$ cat src/hw/rtl/rqts_pkg.sv
// ----------------------------------------------------------------------------
// Ready-queue timer scheduler package
// Shared widths, request and status codes and sequencer states.
// ----------------------------------------------------------------------------
package rqts_pkg;

  localparam int unsigned TASK_ID_W = 8;
  localparam int unsigned TICKS_W   = 16;
  localparam int unsigned TIME_W    = 32;
  localparam int unsigned STATUS_W  = 3;
  localparam int unsigned OP_W      = 2;

  typedef enum logic [OP_W-1:0] {
    OP_SPAWN    = 2'd0,
    OP_SLEEP    = 2'd1,
    OP_DISPATCH = 2'd2,
    OP_NONE     = 2'd3
  } op_t;

  typedef enum logic [STATUS_W-1:0] {
    ST_ACCEPTED      = 3'd0,
    ST_DISPATCHED    = 3'd1,
    ST_IDLE          = 3'd2,
    ST_READY_FULL    = 3'd3,
    ST_TIMERS_FULL   = 3'd4,
    ST_NOT_SUSPENDED = 3'd5
  } status_t;

  typedef enum logic [2:0] {
    S_IDLE,
    S_EXEC,
    S_MOVE,
    S_SCAN,
    S_POP,
    S_POP_WAIT
  } state_t;

endpackage

$ cat src/hw/rtl/rqts_ram.sv
// ----------------------------------------------------------------------------
// Generic single-write, single-read RAM
// One write port and one read port with registered read data.
// ----------------------------------------------------------------------------
module rqts_ram #(
  parameter int unsigned WIDTH = 8,
  parameter int unsigned DEPTH = 16
) (
  input  logic                     clk,
  input  logic                     wr_en,
  input  logic [$clog2(DEPTH)-1:0] wr_addr,
  input  logic [WIDTH-1:0]         wr_data,
  input  logic                     rd_en,
  input  logic [$clog2(DEPTH)-1:0] rd_addr,
  output logic [WIDTH-1:0]         rd_data
);

  logic [WIDTH-1:0] mem [DEPTH];

  always_ff @(posedge clk) begin
    if (wr_en) begin
      mem[wr_addr] <= wr_data;
    end
    if (rd_en) begin
      rd_data <= mem[rd_addr];
    end
  end

endmodule

$ cat src/hw/rtl/ready_queue_timer_scheduler_unit.sv
// ----------------------------------------------------------------------------
// Ready-queue timer scheduler
// Ready FIFO of task numbers, a table of sleeping tasks with wake times and
// a virtual clock, driven by spawn, sleep and dispatch requests.
//
//   channel   handshake        payload
//   request   start / busy     operation, task_id, sleep_ticks
//   result    done (strobe)    status, dispatched_task, current_tick
//
// Spawn, sleep and ignored requests finish in S_EXEC. A dispatch walks the
// sleeper table through its single read port, one slot per cycle: a move
// pass, an earliest-wake scan and second move pass if the ready FIFO is empty
// but sleepers remain, and a FIFO pop. busy is low again in the cycle in which
// done is high. Reset is synchronous and clears all counters and the clock;
// results cannot be stalled.
// ----------------------------------------------------------------------------
module ready_queue_timer_scheduler_unit #(
  parameter int unsigned READY_DEPTH   = 16,
  parameter int unsigned SLEEPER_SLOTS = 16,
  parameter int unsigned TASK_BITS     = 8
) (
  input  logic                           clk,
  input  logic                           rst,
  input  logic                           start,
  output logic                           busy,
  input  logic [rqts_pkg::OP_W-1:0]      operation,
  input  logic [rqts_pkg::TASK_ID_W-1:0] task_id,
  input  logic signed [rqts_pkg::TICKS_W-1:0] sleep_ticks,
  output logic                           done,
  output logic [rqts_pkg::STATUS_W-1:0]  status,
  output logic [rqts_pkg::TASK_ID_W-1:0] dispatched_task,
  output logic [rqts_pkg::TIME_W-1:0]    current_tick
);

  import rqts_pkg::*;

  localparam int unsigned TaskW = (TASK_BITS < TASK_ID_W) ? TASK_BITS : TASK_ID_W;
  localparam int unsigned RAW   = $clog2(READY_DEPTH);
  localparam int unsigned RCW   = $clog2(READY_DEPTH + 1);
  localparam int unsigned SIW   = $clog2(SLEEPER_SLOTS);
  localparam int unsigned SCW   = $clog2(SLEEPER_SLOTS + 1);
  localparam int unsigned SLW   = TIME_W + TaskW;

  state_t state, state_next;

  op_t                      cmd_op;
  logic [TaskW-1:0]         cmd_task;
  logic signed [TICKS_W-1:0] cmd_ticks;

  logic [RAW-1:0]    ready_head, ready_head_next;
  logic [RAW-1:0]    ready_tail, ready_tail_next;
  logic [RCW-1:0]    ready_count, ready_count_next;
  logic [SCW-1:0]    sleeper_count, sleeper_count_next;
  logic [TIME_W-1:0] virtual_time, virtual_time_next;
  logic [SCW-1:0]    scan_rd, scan_rd_next;
  logic [SCW-1:0]    scan_wr, scan_wr_next;
  logic              pend, pend_next;
  logic              second_pass, second_pass_next;
  logic [TIME_W-1:0] best_time, best_time_next;

  logic              out_load;
  status_t           res_status;
  logic [TaskW-1:0]  res_task;

  logic              rq_we, rq_re;
  logic [RAW-1:0]    rq_waddr;
  logic [TaskW-1:0]  rq_wdata, rq_rdata;
  logic              sl_we, sl_re;
  logic [SIW-1:0]    sl_waddr, sl_raddr;
  logic [SLW-1:0]    sl_wdata, sl_rdata;

  logic [TIME_W-1:0] sl_wake;
  logic [TaskW-1:0]  sl_task;
  logic              rq_full;
  logic [RAW-1:0]    tail_inc, head_inc;
  logic              more_to_read, pass_end, need_jump, ticks_pos;
  logic [TIME_W:0]   wake_sum;
  logic [TIME_W-1:0] wake_sat;

  assign busy         = (state != S_IDLE);
  assign sl_wake      = sl_rdata[TaskW +: TIME_W];
  assign sl_task      = sl_rdata[TaskW-1:0];
  assign rq_full      = (ready_count == RCW'(READY_DEPTH));
  assign tail_inc     = (ready_tail == RAW'(READY_DEPTH - 1)) ? '0 : ready_tail + RAW'(1);
  assign head_inc     = (ready_head == RAW'(READY_DEPTH - 1)) ? '0 : ready_head + RAW'(1);
  assign more_to_read = (scan_rd < sleeper_count);
  assign pass_end     = !pend && !more_to_read;
  assign need_jump    = !second_pass && (ready_count == '0) && (scan_wr != '0);
  assign ticks_pos    = !cmd_ticks[TICKS_W-1] && (cmd_ticks != '0);
  assign wake_sum     = {1'b0, virtual_time} + (TIME_W+1)'(cmd_ticks[TICKS_W-2:0]);
  assign wake_sat     = wake_sum[TIME_W] ? {TIME_W{1'b1}} : wake_sum[TIME_W-1:0];

  rqts_ram #(
    .WIDTH (TaskW),
    .DEPTH (READY_DEPTH)
  ) u_ready_ram (
    .clk     (clk),
    .wr_en   (rq_we),
    .wr_addr (rq_waddr),
    .wr_data (rq_wdata),
    .rd_en   (rq_re),
    .rd_addr (ready_head),
    .rd_data (rq_rdata)
  );

  rqts_ram #(
    .WIDTH (SLW),
    .DEPTH (SLEEPER_SLOTS)
  ) u_sleeper_ram (
    .clk     (clk),
    .wr_en   (sl_we),
    .wr_addr (sl_waddr),
    .wr_data (sl_wdata),
    .rd_en   (sl_re),
    .rd_addr (sl_raddr),
    .rd_data (sl_rdata)
  );

  always_comb begin
    state_next = state;
    unique case (state)
      S_IDLE: begin
        if (start) begin
          state_next = S_EXEC;
        end
      end
      S_EXEC: begin
        state_next = (cmd_op == OP_DISPATCH) ? S_MOVE : S_IDLE;
      end
      S_MOVE: begin
        if (pass_end) begin
          state_next = need_jump ? S_SCAN : S_POP;
        end
      end
      S_SCAN: begin
        if (pass_end) begin
          state_next = S_MOVE;
        end
      end
      S_POP: begin
        state_next = (ready_count != '0) ? S_POP_WAIT : S_IDLE;
      end
      S_POP_WAIT: begin
        state_next = S_IDLE;
      end
      default: begin
        state_next = S_IDLE;
      end
    endcase
  end

  always_comb begin
    ready_head_next    = ready_head;
    ready_tail_next    = ready_tail;
    ready_count_next   = ready_count;
    sleeper_count_next = sleeper_count;
    virtual_time_next  = virtual_time;
    scan_rd_next       = scan_rd;
    scan_wr_next       = scan_wr;
    pend_next          = pend;
    second_pass_next   = second_pass;
    best_time_next     = best_time;
    out_load           = 1'b0;
    res_status         = ST_IDLE;
    res_task           = '0;
    rq_we              = 1'b0;
    rq_re              = 1'b0;
    rq_waddr           = ready_tail;
    rq_wdata           = cmd_task;
    sl_we              = 1'b0;
    sl_re              = 1'b0;
    sl_waddr           = sleeper_count[SIW-1:0];
    sl_wdata           = {wake_sat, cmd_task};
    sl_raddr           = scan_rd[SIW-1:0];
    unique case (state)
      S_IDLE: begin
      end
      S_EXEC: begin
        unique case (cmd_op)
          OP_SPAWN: begin
            out_load = 1'b1;
            if (rq_full) begin
              res_status = ST_READY_FULL;
            end else begin
              rq_we            = 1'b1;
              ready_tail_next  = tail_inc;
              ready_count_next = ready_count + RCW'(1);
              res_status       = ST_ACCEPTED;
            end
          end
          OP_SLEEP: begin
            out_load = 1'b1;
            if (!ticks_pos) begin
              res_status = ST_NOT_SUSPENDED;
            end else if (sleeper_count == SCW'(SLEEPER_SLOTS)) begin
              res_status = ST_TIMERS_FULL;
            end else begin
              sl_we              = 1'b1;
              sleeper_count_next = sleeper_count + SCW'(1);
              res_status         = ST_ACCEPTED;
            end
          end
          OP_DISPATCH: begin
            scan_rd_next     = '0;
            scan_wr_next     = '0;
            pend_next        = 1'b0;
            second_pass_next = 1'b0;
          end
          OP_NONE: begin
            out_load = 1'b1;
          end
          default: begin
            out_load = 1'b1;
          end
        endcase
      end
      S_MOVE: begin
        if (pend) begin
          if ((sl_wake <= virtual_time) && !rq_full) begin
            rq_we            = 1'b1;
            rq_wdata         = sl_task;
            ready_tail_next  = tail_inc;
            ready_count_next = ready_count + RCW'(1);
          end else begin
            sl_we        = 1'b1;
            sl_waddr     = scan_wr[SIW-1:0];
            sl_wdata     = sl_rdata;
            scan_wr_next = scan_wr + SCW'(1);
          end
        end
        if (more_to_read) begin
          sl_re        = 1'b1;
          scan_rd_next = scan_rd + SCW'(1);
        end
        pend_next = more_to_read;
        if (pass_end) begin
          sleeper_count_next = scan_wr;
          scan_rd_next       = '0;
          best_time_next     = {TIME_W{1'b1}};
        end
      end
      S_SCAN: begin
        if (pend && (sl_wake < best_time)) begin
          best_time_next = sl_wake;
        end
        if (more_to_read) begin
          sl_re        = 1'b1;
          scan_rd_next = scan_rd + SCW'(1);
        end
        pend_next = more_to_read;
        if (pass_end) begin
          virtual_time_next = best_time;
          second_pass_next  = 1'b1;
          scan_rd_next      = '0;
          scan_wr_next      = '0;
        end
      end
      S_POP: begin
        if (ready_count != '0) begin
          rq_re = 1'b1;
        end else begin
          out_load   = 1'b1;
          res_status = ST_IDLE;
        end
      end
      S_POP_WAIT: begin
        out_load         = 1'b1;
        res_status       = ST_DISPATCHED;
        res_task         = rq_rdata;
        ready_head_next  = head_inc;
        ready_count_next = ready_count - RCW'(1);
      end
      default: begin
      end
    endcase
  end

  always_ff @(posedge clk) begin
    if (rst) begin
      state         <= S_IDLE;
      ready_head    <= '0;
      ready_tail    <= '0;
      ready_count   <= '0;
      sleeper_count <= '0;
      virtual_time  <= '0;
      scan_rd       <= '0;
      scan_wr       <= '0;
      pend          <= 1'b0;
      second_pass   <= 1'b0;
      done          <= 1'b0;
    end else begin
      state         <= state_next;
      ready_head    <= ready_head_next;
      ready_tail    <= ready_tail_next;
      ready_count   <= ready_count_next;
      sleeper_count <= sleeper_count_next;
      virtual_time  <= virtual_time_next;
      scan_rd       <= scan_rd_next;
      scan_wr       <= scan_wr_next;
      pend          <= pend_next;
      second_pass   <= second_pass_next;
      done          <= out_load;
    end
  end

  always_ff @(posedge clk) begin
    best_time <= best_time_next;
    if (start && !busy) begin
      cmd_op    <= op_t'(operation);
      cmd_task  <= task_id[TaskW-1:0];
      cmd_ticks <= sleep_ticks;
    end
    if (out_load) begin
      status          <= res_status;
      dispatched_task <= TASK_ID_W'(res_task);
      current_tick    <= virtual_time;
    end
  end

  a_ready_bound: assert property (@(posedge clk) disable iff (rst)
    ready_count <= RCW'(READY_DEPTH))
    else $error("ready count exceeds FIFO depth");

  a_sleeper_bound: assert property (@(posedge clk) disable iff (rst)
    sleeper_count <= SCW'(SLEEPER_SLOTS))
    else $error("sleeper count exceeds table size");

  a_done_idle: assert property (@(posedge clk) disable iff (rst)
    done |-> !busy)
    else $error("result strobe while a request is still in progress");

  a_accept_busy: assert property (@(posedge clk) disable iff (rst)
    (start && !busy) |=> (busy && !done))
    else $error("accepted request did not make the block busy");

endmodule
$ cat config.mk
export PLATFORM = sky130hd
export DESIGN_NAME = ready_queue_timer_scheduler_unit
export DESIGN_NICKNAME = d
export VERILOG_FILES = /design/src/hw/rtl/rqts_pkg.sv /design/src/hw/rtl/rqts_ram.sv /design/src/hw/rtl/ready_queue_timer_scheduler_unit.sv
export SDC_FILE = /design/constraint.sdc
export NUM_CORES = 1
export LEC_CHECK = 0
export ABC_AREA = 1
export ABC_CLOCK_PERIOD_IN_PS = 9410
export BUFFER_PORTS_ARGS = -buffer_cell sky130_fd_sc_hd__buf_2
export CORE_ASPECT_RATIO = 1.2
export CORE_MARGIN = 4
export CORE_UTILIZATION = 42
export CTS_CLUSTER_DIAMETER = 150
export CTS_CLUSTER_SIZE = 12
export DETAILED_ROUTE_END_ITERATION = 10
export SLEW_MARGIN = 15
export SYNTH_ARGS = -nofsm -noshare
export SYNTH_HDL_FRONTEND = slang
export SYNTH_SLANG_ARGS = --single-unit
$ cat constraint.sdc
create_clock -name clk -period 9.41 [get_ports clk]
set_clock_uncertainty 0.1 [all_clocks]
set_input_delay 0.941 -clock clk [delete_from_list [all_inputs] [get_ports clk]]
set_output_delay 0.941 -clock clk [all_outputs]
set_load 0.01 [all_outputs]
== After elaboration in Yosys (flattened, before gate mapping) ==
Memory sizes are Yosys's and may differ from the RTL's. A register that Yosys moved wholly into a read port is not among the register bits.
Cells that the tools add are included.

* Add/sub/neg operators: 8
* Multipliers: 0
* Divide/modulo/power cells: 0
* Magnitude comparators: 3
* Equality and inequality tests: 26
* Shifts and indexed selects: 0
* Multiplexer cells: 76
* Bitwise logic cells: 0
* Reductions and logical operators: 38

{| class="wikitable"
|+ Operators with widths
! operator !! number
|-
| two-way mux 40 bit || 3
|-
| two-way mux 32 bit || 3
|-
| two-way mux 5 bit || 14
|-
| case mux 32 bit (2 select lines) || 1
|-
| two-way mux 4 bit || 9
|-
| adder 32 x 15 -> 33 bit || 1
|-
| <= comparator 32 bit || 1
|-
| < comparator 32 bit || 1
|-
| case mux 5 bit (3 select lines) || 2
|-
| two-way mux 8 bit || 3
|-
| inequality test 2 bit (second input constant) || 12
|-
| two-way mux 1 bit || 21
|-
| two-way mux 3 bit || 7
|-
| adder 5 x 1 -> 5 bit (second input constant) || 4
|-
| case mux 5 bit (2 select lines) || 2
|-
| AND reduction 5 bit || 4
|-
| nonzero test 16 bit || 1
|-
| case mux 3 bit (5 select lines) || 1
|-
| case mux 3 bit (2 select lines) || 2
|-
| AND reduction 3 bit || 4
|-
| == test 5 bit (second input constant) || 2
|-
| nonzero test 5 bit || 2
|-
| nonzero test 3 bit || 3
|-
| adder 4 x 1 -> 4 bit (second input constant) || 2
|-
| other kinds (23) || 46
|}

* Bits in registers: 167
* Latch bits: 0
* Memory bits (writable): 768
* Memory bits (read-only): 0
* Word-level logic and storage cells: 171
* Memories: 2

{| class="wikitable"
|+ Memory list
! memory !! depth !! width !! read ports !! clocked after Yosys merged registers in !! write ports !! RTL line !! RTL
|-
| u_sleeper_ram.mem || 16 || 40 || 1 || 1 || 1 || rqts_ram.sv:18 || <nowiki>logic [WIDTH-1:0] mem [DEPTH];</nowiki>
|-
| u_ready_ram.mem || 16 || 8 || 1 || 1 || 1 || rqts_ram.sv:18 ||
|}

== Depth between registers and ports, before layout ==
* Word-level depth: 8
* Mapped depth: 22
* Depth with buffers taken out: 21

== Modules after synthesis ==
From an unflattened synthesis, not the netlist that was laid out.

* Cells, all modules: 4,379
* Area total of the unflattened synthesis: 44,550.2 um^2

{| class="wikitable"
|+ Modules (own cells, without submodules)
! module !! times used !! cells each !! area an instance (um^2) !! seq. area each (um^2)
|-
| rqts_ram (u_sleeper_ram) || 1 || 2,643 || 28,718.8 || 20,419.6
|-
| ready_queue_timer_scheduler_unit || 1 || 1,185 || 9,984.6 || 4,354.2
|-
| rqts_ram (u_ready_ram) || 1 || 551 || 5,846.9 || 4,083.9
|}

== Least setup slack after synthesis ==
No wires, ideal clock.

* Path type: register to register
* Start: register u_sleeper_ram.rd_data[39], read port of u_sleeper_ram.mem
* End: memory u_sleeper_ram.mem[11][0] in the netlist's numbering, enable pin
* Arrival: 3,615 ps
* Data required time: 8,873 ps
* Path slack: 5,258 ps
* Cell stages (with the launch flop): 15
* Path through: edfxtp_1 -> ha_1 -> nand2_1 -> nor2_1 -> nand2_1 -> nor4_2 -> nand3b_1 -> nand2_2 -> nand2_4 -> nand2_4 -> buf_6 -> nand2_1 -> nand2_1 -> nand3_1 -> nor2_1

* Cells in the longest elaborated chain, start to end: 7

{| class="wikitable"
|+ RTL lines
! item !! RTL line !! RTL
|-
| start: declaration || rqts_ram.sv:15 || <nowiki>output logic [WIDTH-1:0] rd_data</nowiki>
|-
| <= comparator 32 bit (*) || ready_queue_timer_scheduler_unit.sv:219 || <nowiki>if ((sl_wake <= virtual_time) && !rq_full) begin</nowiki>
|-
| logical AND 1 bit (*) || ready_queue_timer_scheduler_unit.sv:219 ||
|-
| two-way mux 1 bit || ready_queue_timer_scheduler_unit.sv:219 ||
|-
| two-way mux 1 bit || ready_queue_timer_scheduler_unit.sv:218 || <nowiki>if (pend) begin</nowiki>
|-
| case mux 1 bit (2 select lines) || ready_queue_timer_scheduler_unit.sv:175 || <nowiki>unique case (state)</nowiki>
|-
| two-way mux 1 bit || rqts_ram.sv:21 || <nowiki>if (wr_en) begin</nowiki>
|-
| two-way mux 1 bit (implied by the code) || rqts_ram.sv:22 || <nowiki>mem[wr_addr] <= wr_data;</nowiki>
|-
| end: declaration || rqts_ram.sv:18 ||
|}

Every way passes the cells marked *; elsewhere a longest branch is shown, timed or not.

== Worst setup path after layout ==
* Start: register virtual_time[31]
* End: memory u_sleeper_ram.mem[12][10] in the netlist's numbering, enable pin

* Cells in the longest elaborated chain, start to end: 7

{| class="wikitable"
|+ RTL lines
! item !! RTL line !! RTL
|-
| start: declaration || ready_queue_timer_scheduler_unit.sv:54 || <nowiki>logic [TIME_W-1:0] virtual_time, virtual_time_next;</nowiki>
|-
| start signal: assignment || ready_queue_timer_scheduler_unit.sv:297 || <nowiki>virtual_time <= virtual_time_next;</nowiki>
|-
| <= comparator 32 bit (*) || ready_queue_timer_scheduler_unit.sv:219 ||
|-
| logical AND 1 bit (*) || ready_queue_timer_scheduler_unit.sv:219 ||
|-
| two-way mux 1 bit || ready_queue_timer_scheduler_unit.sv:219 ||
|-
| two-way mux 1 bit || ready_queue_timer_scheduler_unit.sv:218 ||
|-
| case mux 1 bit (2 select lines) || ready_queue_timer_scheduler_unit.sv:175 ||
|-
| two-way mux 1 bit || rqts_ram.sv:21 ||
|-
| two-way mux 1 bit (implied by the code) || rqts_ram.sv:22 ||
|}

Marks and branches as above.

==> impl_metrics.yaml <==
worst_hold_path:
  worstHoldEndpoint: "current_tick[24]"
  min_path_cells: 0
  hp-class: "reg -> reg"
  min_from: "virtual_time[24]"
drt:
  drt_pass1_iterations: 6
  vias_per_cell: 5.59
  drc: 0
  wl_mm: 101
  via_count: 25909
  antenna_left: 0
  drt_iter0_markers: 2681
  wl_per_cell_um: 21.9
pwr:
  seqPwrFrac_pct: 52.6
  ir_worst_vdd_uv: 144
  p_sw_mw: 2.45
  power.density_nw_per_um2: 210
  internal_power_mw: 7.11
  p_clk_share_pct: 35.6
  swShare_pct: 25.6
  total_power_mw: 9.55
  p_leak_nw: 15.6
  p_comb_share_pct: 11.8
global_route:
  grt_pass1_wl_mm: 152
  grt_use_met1_pct: 26.9
  use_met3_pct: 3.37
  grt_pass1_vias: 24878
  track_usage_pct: 19.2
  globalRoute.busiestLayer: "met2"
  grt-ovfl-total: 0
  grt_max_degree: 165
  antenna_found_initial: 6
  use_met2_pct: 31.5
critical_path:
  cp_num_buf_inv: 2
  r2r_cells: 15
  r2r-start: "virtual_time[31]"
  worst_setup_path_end_kind: "flip-flop"
  startpoint_type: "flip-flop"
  worstPathMaxFanout: 59
  r2r_slack_ns: 4.67
  worstPathCellList: "inv_1, ha_1, nand2_1, nor2_1, nand2_1, nor4_2, nand2_1, nand2_1, nand2_2, nand2_4, nand2_4, o21ai_1, nand3_1, nor2_4, buf_4"
  regToRegEndpoint: "u_sleeper_ram.mem[12][10]"
  cpPeakStageDelay_ns: 0.59
  crit_arrival_ns: 4.89
  crit_family: "simple AND/OR/NAND/NOR gates"
  cp_slowest_cell: "nor2_4"
  cp_data_required_time_ns: 9.56
  crit_top_cell: "nand2_1"
  path_class: "reg -> reg"
floorplanning:
  core-area_sq_um: 97000
  start_util_pct: 42.3
  rows: 125
  die_area_sq_um: 103000
  fp.dieW_um: 293
  die_h_um: 350
  ios: 74
logic_synthesis:
  synth_warnings: 0
  netlist_instances: 3277
  synth_area_per_cell_sq_um: 12.5
  synthTopCellsByArea: "edfxtp_1 67%, o21ai_0 5.2%, nor2_1 4.5%, dfxtp_1 3.2%, ha_1 2.9%"
  yosysUniqueCellTypes: 53
  synthAdderAreaFrac_pct: 2.99
  yosysMostFrequentCell: "edfxtp_1"
  syn_nets: 3403
  synth_area_leader_cell: "edfxtp_1"
  yosys.area_share.simple_pct: 9.50
  synth_xor_area_share_pct: 0.726
  seq_area_frac_synth_pct: 70.3
  synthMuxAreaShare_pct: 0.317
  netlist.area_leader.share_pct: 67.1
  ys_seq_elements: 983
  synth-main-ff-cell: "edfxtp_1"
  synth_common_cells: "917 x edfxtp_1, 487 x nor2_1, 429 x o21ai_0"
  async_flop_share_pct: 0
  syn_area_sq_um: 41000
  synth_edf_count: 917
  synth_top_family_by_area: "compound AO/OA/AOI/OAI gates"
  synth-compound-area-share_pct: 12.5
finish:
  drive_above_1_share_pct: 10.1
  final_util_pct: 46.8
  fillCellCount: 8537
  antenna_cells: 0
  fin_nets: 3437
  area_growth_pct: 10.7
timing:
  max_freq_ghz: 0.211
  tightest_slew_ns: 1.18
  relSlewSlack_pct: 20.8
  finalSetupViolations: 0
  hold_viol: 0
  finalSetupTns_ns: 0
  fin_crit_sh_pct: 50.3
  slew_violations: 0
  min_period_ns: 4.74
  rsz0062_at_grt: "false"
clock_network:
  clk_pin_slew_worst_paths_ns: 0.07
  cts_buffers: 91
  postCtsResizedCells: 0
  htree_levels: 3
  postCtsSetupBuffers: 0
  hold_buffers: 0
  root_buffer: "clkbuf_16"
  cts.sinks: 983
  cts_buffer_depth: 3
  insertion_delay_ns: 0.66
  cts_tree: "done"
placed_design:
  dp_hpwl_mm: 58.6
  finalWeightedCongestion: 0.826
  portBuffers: 73
outcome:
  status: "completed"
run:
  cap_violations: 0
-- metrics by stage --
step | worst slack (ns) | hold slack, ns | std cells | cell area [sq um]
floorplan | 5.26 | 0.324 | 3277 | 41000
global placement | 4.77 | 0.331 | 4488 | 42800
detailed placement | 4.71 | 0.339 | 4488 | 42800
CTS | 4.66 | 0.321 | 4633 | 45400
global route | 4.37 | 0.340 | 4633 | 45400
finish | 4.67 | 0.354 | 4633 | 45400
-- placed cells by master, fill, tap and decap left out, drive strengths merged, types with 3 or more instances in the layout --
cell type / instances
edfxtp: 917
nor2: 492
o21ai: 435
nand2: 267
inv: 196
clkbuf: 143
o221ai: 124
buf: 121
a21oi: 111
ha: 95
nand3: 88
o22ai: 81
dfxtp: 66
o211ai: 55
or2: 33
xor2: 25
nand4: 22
o32ai: 19
nor3: 15
mux2i: 13
xnor2: 9
nor4: 7
a31oi: 6
o21a: 4
a211oi: 4
clkinv: 4
o31ai: 3
-- area by class of cell --
cell class	instances	area (sq um)	area share, %
Sequential cell	983	28900	63.6
Multi-Input combinational cell	1916	10900	23.9
Clock buffer	143	2560	5.63
Tap cell	1270	1590	3.50
Inverter	198	754	1.66
Timing Repair Buffer	121	738	1.63
Clock inverter	2	50.0	0.110
-- worst max-delay path by stage --
stage                                    from                        end  slack (ns)  cells past startpoint
global placement    u_sleeper_ram.rd_data[37]   u_sleeper_ram.mem[12][5]        4.77                     14
global route                 virtual_time[28]  u_sleeper_ram.mem[12][10]        4.37                     15
floorplan           u_sleeper_ram.rd_data[39]   u_sleeper_ram.mem[11][0]        5.26                     14
detailed placement           virtual_time[31]  u_sleeper_ram.mem[15][35]        4.71                     15
CTS                          virtual_time[31]  u_sleeper_ram.mem[12][10]        4.66                     15
finish                       virtual_time[31]  u_sleeper_ram.mem[12][10]        4.67                     15
-- sequential cells by signal (all words and copies together), names as in the netlist, 4 cells and up --
| register | cells |
|---|---|
| current_tick | 32 |
| ready_head | 4 |
| u_ready_ram.rd_data | 8 |
| sleeper_count | 5 |
| virtual_time | 32 |
| u_sleeper_ram.mem | 640 |
| ready_count | 5 |
| u_ready_ram.mem | 128 |
| ready_tail | 4 |
| scan_rd | 5 |
| dispatched_task | 8 |
| scan_wr | 5 |
| cmd_ticks | 16 |
| best_time | 32 |
| u_sleeper_ram.rd_data | 40 |
| cmd_task | 8 |
-- logic make-up (layout without fill, tap and decap cells) --
kind of cell | after synthesis | after routing
flip-flops | 983 | 983
AND/OR/NAND/NOR | 925 | 925
AO/OA/AOI/OAI | 847 | 847
buffers and inverters | 378 | 464
adder cells (fa/ha/maj) | 97 | 97
XOR/XNOR | 34 | 34
multiplexers | 13 | 13
-- power by group through the flow --
stage                     sequential (mW)  combinational [mW]  clock, mW
final                                5.03                1.13       3.40
after CTS                            5.03                1.13       3.47
after detailed placement             5.12                1.13          0
after global placement               5.12                1.12          0
after floorplan                      5.10               0.736          0
after global routing                 5.04                1.25       3.64
-- per-layer routing --
metal	wire, um	part of all wire (%)	up-vias
met3	6590	6.5	134
met4	2070	2.0	0
li1	-	-	12125
met1	44700	44	12869
met5	0	0	-
met2	48000	47	781
Note: power is estimated with default switching activity, not from simulation.
